[src/sv/rdmp_pkg.sv]
// Package with the shared constants and types of the row maximum path block.
package rdmp_pkg;

   // Widest row the column counter tracks
   localparam int MAX_COLS = 1024;
   localparam int COL_W    = (MAX_COLS > 1) ? $clog2(MAX_COLS) : 1;

   // Field widths
   localparam int VALUE_W = 16;
   localparam int SCORE_W = 32;

   // Last column index the counter may reach
   localparam logic [COL_W-1:0] LAST_COL = COL_W'(MAX_COLS - 1);

   // Top-two search state carried from cell to cell
   typedef struct packed {
      logic [SCORE_W-1:0] prev_best;
      logic [COL_W-1:0]   prev_best_col;
      logic [SCORE_W-1:0] prev_second;
      logic [SCORE_W-1:0] cur_best;
      logic [COL_W-1:0]   cur_best_col;
      logic [SCORE_W-1:0] cur_second;
      logic [COL_W-1:0]   col_count;
      logic               first_row;
   } rdmp_state_type;

   // One grid cell
   typedef struct packed {
      logic [VALUE_W-1:0] cell_value;
      logic               last_in_row;
      logic               last_in_grid;
   } rdmp_cell_type;

   localparam rdmp_state_type STATE_RESET = '{
      prev_best:     '0,
      prev_best_col: '0,
      prev_second:   '0,
      cur_best:      '0,
      cur_best_col:  '0,
      cur_second:    '0,
      col_count:     '0,
      first_row:     1'b1
   };

endpackage

[src/sv/rdmp_update.sv]
// Score and top-two update for one grid cell.
module rdmp_update (
   input  rdmp_pkg::rdmp_state_type         state,
   input  rdmp_pkg::rdmp_cell_type          cell_in,
   output rdmp_pkg::rdmp_state_type         state_next,
   output logic                             result_valid,
   output logic [rdmp_pkg::SCORE_W-1:0]     result_value
);
   import rdmp_pkg::*;

   logic [SCORE_W-1:0] addend;
   logic [SCORE_W:0]   sum;
   logic [SCORE_W-1:0] score;
   rdmp_state_type     upd;

   // Pick the previous row's best, or its second when the column repeats
   always_comb begin
      if (state.first_row) begin
         addend = '0;
      end else if (state.col_count == state.prev_best_col) begin
         addend = state.prev_second;
      end else begin
         addend = state.prev_best;
      end
      sum   = {1'b0, addend} + {{(SCORE_W + 1 - VALUE_W){1'b0}}, cell_in.cell_value};
      score = sum[SCORE_W] ? {SCORE_W{1'b1}} : sum[SCORE_W-1:0];
   end

   // Insert the score into the running top two and advance the column
   always_comb begin
      upd = state;
      if (score > state.cur_best) begin
         upd.cur_second   = state.cur_best;
         upd.cur_best     = score;
         upd.cur_best_col = state.col_count;
      end else if (score > state.cur_second) begin
         upd.cur_second = score;
      end
      if (state.col_count != LAST_COL) begin
         upd.col_count = state.col_count + COL_W'(1);
      end
   end

   // Close the row or the grid
   always_comb begin
      state_next   = upd;
      result_valid = 1'b0;
      result_value = upd.cur_best;
      if (cell_in.last_in_grid) begin
         state_next   = STATE_RESET;
         result_valid = 1'b1;
      end else if (cell_in.last_in_row) begin
         state_next.prev_best     = upd.cur_best;
         state_next.prev_best_col = upd.cur_best_col;
         state_next.prev_second   = upd.cur_second;
         state_next.cur_best      = '0;
         state_next.cur_best_col  = '0;
         state_next.cur_second    = '0;
         state_next.col_count     = '0;
         state_next.first_row     = 1'b0;
      end
   end

endmodule

[src/sv/row_dp_max_path_no_same_column_unit.sv]
// Top level of the streaming maximum path sum with no repeated column.
//
// Cells of a grid arrive in row-major order, one per transaction, and the
// block accepts a cell in every cycle: each cell's score (value plus the
// previous row's best or second-best), its saturation and the top-two update
// are done combinationally between the accepted transaction and the state and
// result registers. A cell flagged as last of the grid yields one result
// transaction with the largest final score, saturated at 32 bits, in the next
// cycle; the state then returns to reset for the next grid. Input stalls only
// while a result is held and the result side is not ready. Rows longer than
// MAX_COLS cells keep counting in the last column.
module row_dp_max_path_no_same_column_unit (
   input  logic        clock,
   input  logic        reset,
   input  logic        req_tvalid,
   output logic        req_tready,
   input  logic [15:0] req_tdata,   // [15:0] cell_value
   input  logic        req_tlast,   // last_in_row
   input  logic        req_tuser,   // [0] last_in_grid
   output logic        rsp_tvalid,
   input  logic        rsp_tready,
   output logic [31:0] rsp_tdata    // [31:0] best_total
);
   import rdmp_pkg::*;

   rdmp_state_type     state_ff, state_in;
   rdmp_cell_type      req_cell;
   logic               req_fire;
   logic               res_valid;
   logic [SCORE_W-1:0] res_value;
   logic               rsp_valid_ff, rsp_valid_in;
   logic [SCORE_W-1:0] rsp_data_ff, rsp_data_in;

   // Accept a cell whenever the result register is free or draining
   assign req_tready = !rsp_valid_ff || rsp_tready;
   assign req_fire   = req_tvalid && req_tready;

   assign req_cell.cell_value   = req_tdata[VALUE_W-1:0];
   assign req_cell.last_in_row  = req_tlast;
   assign req_cell.last_in_grid = req_tuser;

   rdmp_update u_update (
      .state        (state_ff),
      .cell_in      (req_cell),
      .state_next   (state_in),
      .result_valid (res_valid),
      .result_value (res_value)
   );

   // Hold or load the result register
   always_comb begin
      rsp_valid_in = rsp_valid_ff && !rsp_tready;
      rsp_data_in  = rsp_data_ff;
      if (req_fire && res_valid) begin
         rsp_valid_in = 1'b1;
         rsp_data_in  = res_value;
      end
   end

   always_ff @(posedge clock) begin
      if (reset) begin
         state_ff     <= STATE_RESET;
         rsp_valid_ff <= 1'b0;
      end else begin
         if (req_fire) begin
            state_ff <= state_in;
         end
         rsp_valid_ff <= rsp_valid_in;
      end
   end

   always_ff @(posedge clock) begin
      rsp_data_ff <= rsp_data_in;
   end

   assign rsp_tvalid = rsp_valid_ff;
   assign rsp_tdata  = rsp_data_ff;

   // A grid end always leaves a result pending in the next cycle
   assert property (@(posedge clock) disable iff (reset)
      (req_fire && req_tuser) |=> rsp_valid_ff)
      else $error("grid end did not produce a result");

   // A grid end returns the search to the first-row state
   assert property (@(posedge clock) disable iff (reset)
      (req_fire && req_tuser) |=> (state_ff.first_row && state_ff.col_count == '0))
      else $error("state not cleared after grid end");

   // The running best never falls below the running second
   assert property (@(posedge clock) disable iff (reset)
      state_ff.cur_best >= state_ff.cur_second)
      else $error("top-two order broken");

   // A row end without grid end clears the current search
   assert property (@(posedge clock) disable iff (reset)
      (req_fire && req_tlast && !req_tuser)
         |=> (!state_ff.first_row && state_ff.cur_best == '0 && state_ff.col_count == '0))
      else $error("row end did not restart the search");

endmodule
[config.mk]
export PLATFORM = sky130hd
export DESIGN_NAME = row_dp_max_path_no_same_column_unit
export DESIGN_NICKNAME = d
export VERILOG_FILES = /design/src/sv/rdmp_pkg.sv /design/src/sv/rdmp_update.sv /design/src/sv/row_dp_max_path_no_same_column_unit.sv
export SDC_FILE = /design/constraint.sdc
export NUM_CORES = 1
export LEC_CHECK = 0
export ABC_AREA = 1
export CAP_MARGIN = 20
export CORE_ASPECT_RATIO = 0.5
export CORE_MARGIN = 2
export CORE_UTILIZATION = 40
export DETAILED_ROUTE_END_ITERATION = 16
export DONT_BUFFER_PORTS = 1
export PLACE_DENSITY = 0.59
export SETUP_SLACK_MARGIN = 0.1
export SLEW_MARGIN = 10
export SYNTH_ARGS = -nofsm -noshare
export SYNTH_HDL_FRONTEND = slang
export SYNTH_SLANG_ARGS = --single-unit
[constraint.sdc]
create_clock -name clock -period 14.7 [get_ports clock]
set_clock_uncertainty 0.2 [all_clocks]
set_input_delay 2.94 -clock clock [delete_from_list [all_inputs] [get_ports clock]]
set_output_delay 2.94 -clock clock [all_outputs]
set_load 0.1 [all_outputs]
# == Word-level counts from Yosys, hierarchy flattened ==
# Index checks and enable logic that the tools add are counted.
# W data, S select, Z words.
# op_classes
order_cmp,2
addsub,2
n_reduce_logical,10
muxes,11
n_eq_ne,2
# op_table
cell,count
$mux W159,2
$mux W32,5
$gt A32 B32 Y1,2
$mux W42,1
$add A32 B16 Y33,1
$add A10 B1 Y10 const B,1
$eq A10 B10 Y1,1
$mux W10,1
$ne A10 B10 Y1 const B,1
$reduce_and A2 Y1,2
$logic_and A1 B1 Y1,3
$reduce_bool A3 Y1,1
$logic_not A1 Y1,2
$mux W1,2
$reduce_bool A2 Y1,1
$logic_or A1 B1 Y1,1
# word_totals
regBits,192
out_inout_bits,34

# == Logic depth before layout (Yosys ltp) ==
# depth
word_depth,10
ltp_mapped,41

# == Modules after synthesis ==
# From an unflattened synthesis, not the netlist that was laid out.
# unflattened
cells_unflattened,2363
area_unflattened_um2,14690.3
# by_module_without_submodules
mod,cells_per_inst,seq_area_each_um2,area_per_inst_um2,instances
row_dp_max_path_no_same_column_unit,1082,4164.0,8214.1,1
rdmp_update,1281,0.0,6476.2,1

# == Worst setup path after synthesis ==
# No wires, ideal clock.
# synth_path
path_kind,input to register
from,in req_tdata[0]
to,reg state_ff[109] in the netlist's numbering
path_stages,30
arrival_time_ns,6.834
slack_ns,7.549
path_buffers,3
cell_sequence,ha_1 > fa_1 > nand3_1 > nand3_1 > a21boi_1 > o21ai_0 > nand2_1 > nand2_1 > inv_1 > nor2_2 > nand2_2 > nor2_4 > buf_6 > nor2_2 > inv_1 > ha_1 > nand2_1 > o21a_1 > o221ai_1 > a21o_1 > nand2_1 > nand2_1 > nand2_1 > inv_1 > buf_2 > clkbuf_1 > a21oi_1 > nand2_1 > nand2_1 > a22o_1
# synth_via
elab_chain_len,7
elab_cells_between_ends,8
# synth_rtl
item,line_no,source
"start, declared",row_dp_max_path_no_same_column_unit.sv:17,"input logic [15:0] req_tdata,"
$add A32 B16 Y33 (*),rdmp_update.sv:25,"sum = {1'b0, addend} + {{(SCORE_W + 1 - VALUE_W){1'b0}}, cell_in.cell_value};"
$mux W32 (*),rdmp_update.sv:26,score = sum[SCORE_W] ? {SCORE_W{1'b1}} : sum[SCORE_W-1:0];
$gt A32 B32 Y1,rdmp_update.sv:36,end else if (score > state.cur_second) begin
$mux W32,rdmp_update.sv:36,
$mux W32 (*),rdmp_update.sv:32,if (score > state.cur_best) begin
$mux W159 (*),rdmp_update.sv:52,end else if (cell_in.last_in_row) begin
$mux W159 (*),rdmp_update.sv:49,if (cell_in.last_in_grid) begin
"end signal, assigned",row_dp_max_path_no_same_column_unit.sv:66,state_ff <= state_in;
"end, declared",row_dp_max_path_no_same_column_unit.sv:26,"rdmp_state_type state_ff, state_in;"
# Mark *: on every way between the ends. The rest lies on a longest branch, timed or not. The select of a mux whose other input is x is not followed.
# A chain may end at the register's enable or synchronous reset.

# == Final worst setup path ==
# layout_path
from,in req_tdata[0]
to,reg state_ff[31] in the netlist's numbering
# Same word-level chain as after synthesis.

==> run metrics <==
status=complete, no violations; crit path max fanout=70; Critical Path End Type=flop; I/O pins=between 50 and 60; syn avg cell area=7.21 um^2; top_reg_cell synth=dfxtp_1; DPL Wire Length=21900 um; GP Congestion=0.932; Crit Path Class=in2reg; worst-margin pin slew=0.979 ns; die height=~120 um; total gr overflow=0; drt pass-1 iters=7; CP startpoint kind=input port; most frequent cells in the layout=nand2_1 (438), inv_1 (176), a21oi_1 (168), dfxtp_1 (160), ha_1 (81); count of different cell masters after synthesis=46; Slew Limit Fails=0; DRT Wirelength=33000 um; share of layout cells above drive strength 1=under 10%; endpoints failing setup=0; #FFs+latches synth=between 150 and 200; via count of the routed design=roughly 10k; Worst slew margin=approximately a third; DRC violations left=0; initial DRC count=819; H-tree level count=4; fmax=114 MHz; clock sinks=~190; drt wl/cell=17.0 um; largest net degree at the start of global routing=81; Layout area overhead=8.03%; number of global-route vias before repair=about 10k; Total GRT Usage=22.4%; CTS tree=done; footprint of the multi-input gates=0.00623 mm^2; Max clock buf depth=2; initial antenna violation count=1; clk root buf=clkbuf_16; DR vias/cell=between 5 and 6; fin crit share=59.8%; setup TNS=0 ns; RSZ-0062 raised after global routing=no; Register Area=0.00416 mm^2; quantity of I/O buffers inserted on ports=0; Setup Buffers After CTS=0; global-route wire length before repair=~53000 um; Max-Cap Viols=0; Seq/Total Area, Yosys=36.5%; worst path required time=14.88 ns; flop-to-flop setup slack=6.48 ns; DIE AREA=0.0300 mm^2; # fillers=2868; Nets=1643; number of flops mapped to enable cells by yosys=32; Cell Rows=43; Hold Buf Count CTS=0; clk slew on worst S/H paths=0.07 ns; cell count after synthesis=roughly 1.6k; Synth Net Count=1685; Async S/R FF share, synth=0%; ANT nets after route=0; worst skew pair latency=between 0.4 and 0.5 ns; most common cell after layout, fill and taps aside=nand2_1; Chip Width=between 200 and 250 um; Worst EP arrival=between 8 and 9 ns; worst hold path type=reg2reg; Largest stage delay, worst path=0.64 ns; Hold Violations, Final=0; Core Area=0.0279 mm^2; TritonCTS Buffers=17; post-synth design cell area=0.0114 mm^2; Crit-path slowest cell=buf_4; Initial Util=40.9%; Min Clock Period, post-route=8.79 ns; synth warn=0; CTS resizes=0
==> final cells by class <==
type / count / share of cell area (%)
antenna: 1 / 0.0203
multi-input combinational: 1123 / 50.5
clock buffer: 21 / 3.74
tap: 382 / 3.88
inverter: 193 / 5.88
sequential: 192 / 33.8
clock inverter: 11 / 1.26
timing repair buffer: 12 / 0.894
==> kinds of logic after synthesis <==
family	count (synthesis)	share of synthesized area [%]
AND/OR/NAND/NOR	649	24.9
AO/OA/AOI/OAI	379	19.4
buffers and inverters	266	9.13
flip-flops	192	36.5
adder cells (fa/ha/maj)	82	9.06
XOR/XNOR	13	0.998
==> per-stage QoR <==
| step | utilization, % | cells | hold WS [ns] | setup WS [ns] | area (um^2) |
|---|---|---|---|---|---|
| 6_report | 44.2 | 1935 | 0.252 | 5.91 | 12300 |
| 5_1_grt | 44.2 | 1934 | 0.273 | 5.26 | 12300 |
| 4_1_cts | 44.2 | 1934 | 0.254 | 5.96 | 12300 |
| 3_5_place_dp | 42.0 | 1902 | 0.239 | 5.49 | 11700 |
| 3_3_place_gp | 41.9 | 1901 | 0.239 | 5.60 | 11700 |
| 2_1_floorplan | - | 1581 | 0.226 | 7.55 | 11400 |
==> layer usage <==
metal	vias up	routed length [um]	global-route usage (%)
met1	4928	15200	29.2
met2	317	14700	36.9
li1	5178	-	-
met5	-	0	0
met4	0	655	7.48
met3	45	2330	5.23
==> synthesized netlist by cell type (3+ instances only) <==
cell | n | area, um^2
a21oi_1 | 168 | 841
a22o_1 | 19 | 166
buf_1 | 12 | 45.0
buf_2 | 4 | 20.0
buf_6 | 4 | 45.0
clkbuf_1 | 51 | 191
clkinv_1 | 3 | 11.3
dfxtp_1 | 160 | 3200
edfxtp_1 | 32 | 961
ha_1 | 81 | 1010
inv_1 | 177 | 664
inv_2 | 13 | 48.8
nand2_1 | 440 | 1650
nand2_2 | 12 | 75.1
nand3_1 | 72 | 360
nand3_2 | 11 | 110
nand4_1 | 20 | 125
nor2_1 | 42 | 158
nor2_2 | 19 | 119
nor2_4 | 7 | 78.8
nor3_1 | 10 | 50.1
nor4_1 | 4 | 25.0
o211ai_1 | 11 | 82.6
o21a_1 | 8 | 60.1
o21ai_0 | 70 | 350
o21ai_1 | 29 | 145
o21ai_2 | 28 | 245
o21bai_1 | 4 | 30.0
o221ai_1 | 5 | 43.8
o22ai_1 | 26 | 163
or2_2 | 6 | 37.5
xnor2_1 | 3 | 26.3
xor2_1 | 10 | 87.6
==> path summary, 6_finish.rpt <==
| path | startpoint | to | depth (start not counted) |
|---|---|---|---|
| worst max-delay path | req_tdata[0] | state_ff[31] | 26 |
| worst min-delay path | state_ff[152] | state_ff[152] | 2 |
| worst max register to register | state_ff[1] | state_ff[31] | 34 |
| worst min register to register | state_ff[152] | state_ff[152] | 2 |
==> flip-flops by register name, indices dropped and copies added, names as in the netlist <==
signal      count
state_ff      159
rsp_tdata      32
rsp_tvalid      1
==> critical path, delay by kind of cell <==
kind	cells	cell delay, ns
simple gates	15	2.37
fa+ha+maj	3	1.01
compound gates	5	0.97
buf+inv	3	1.60
Power is left out: the tool's default activity adds up to more than one toggle a clock period on the data nets, which glitch-free logic cannot reach.
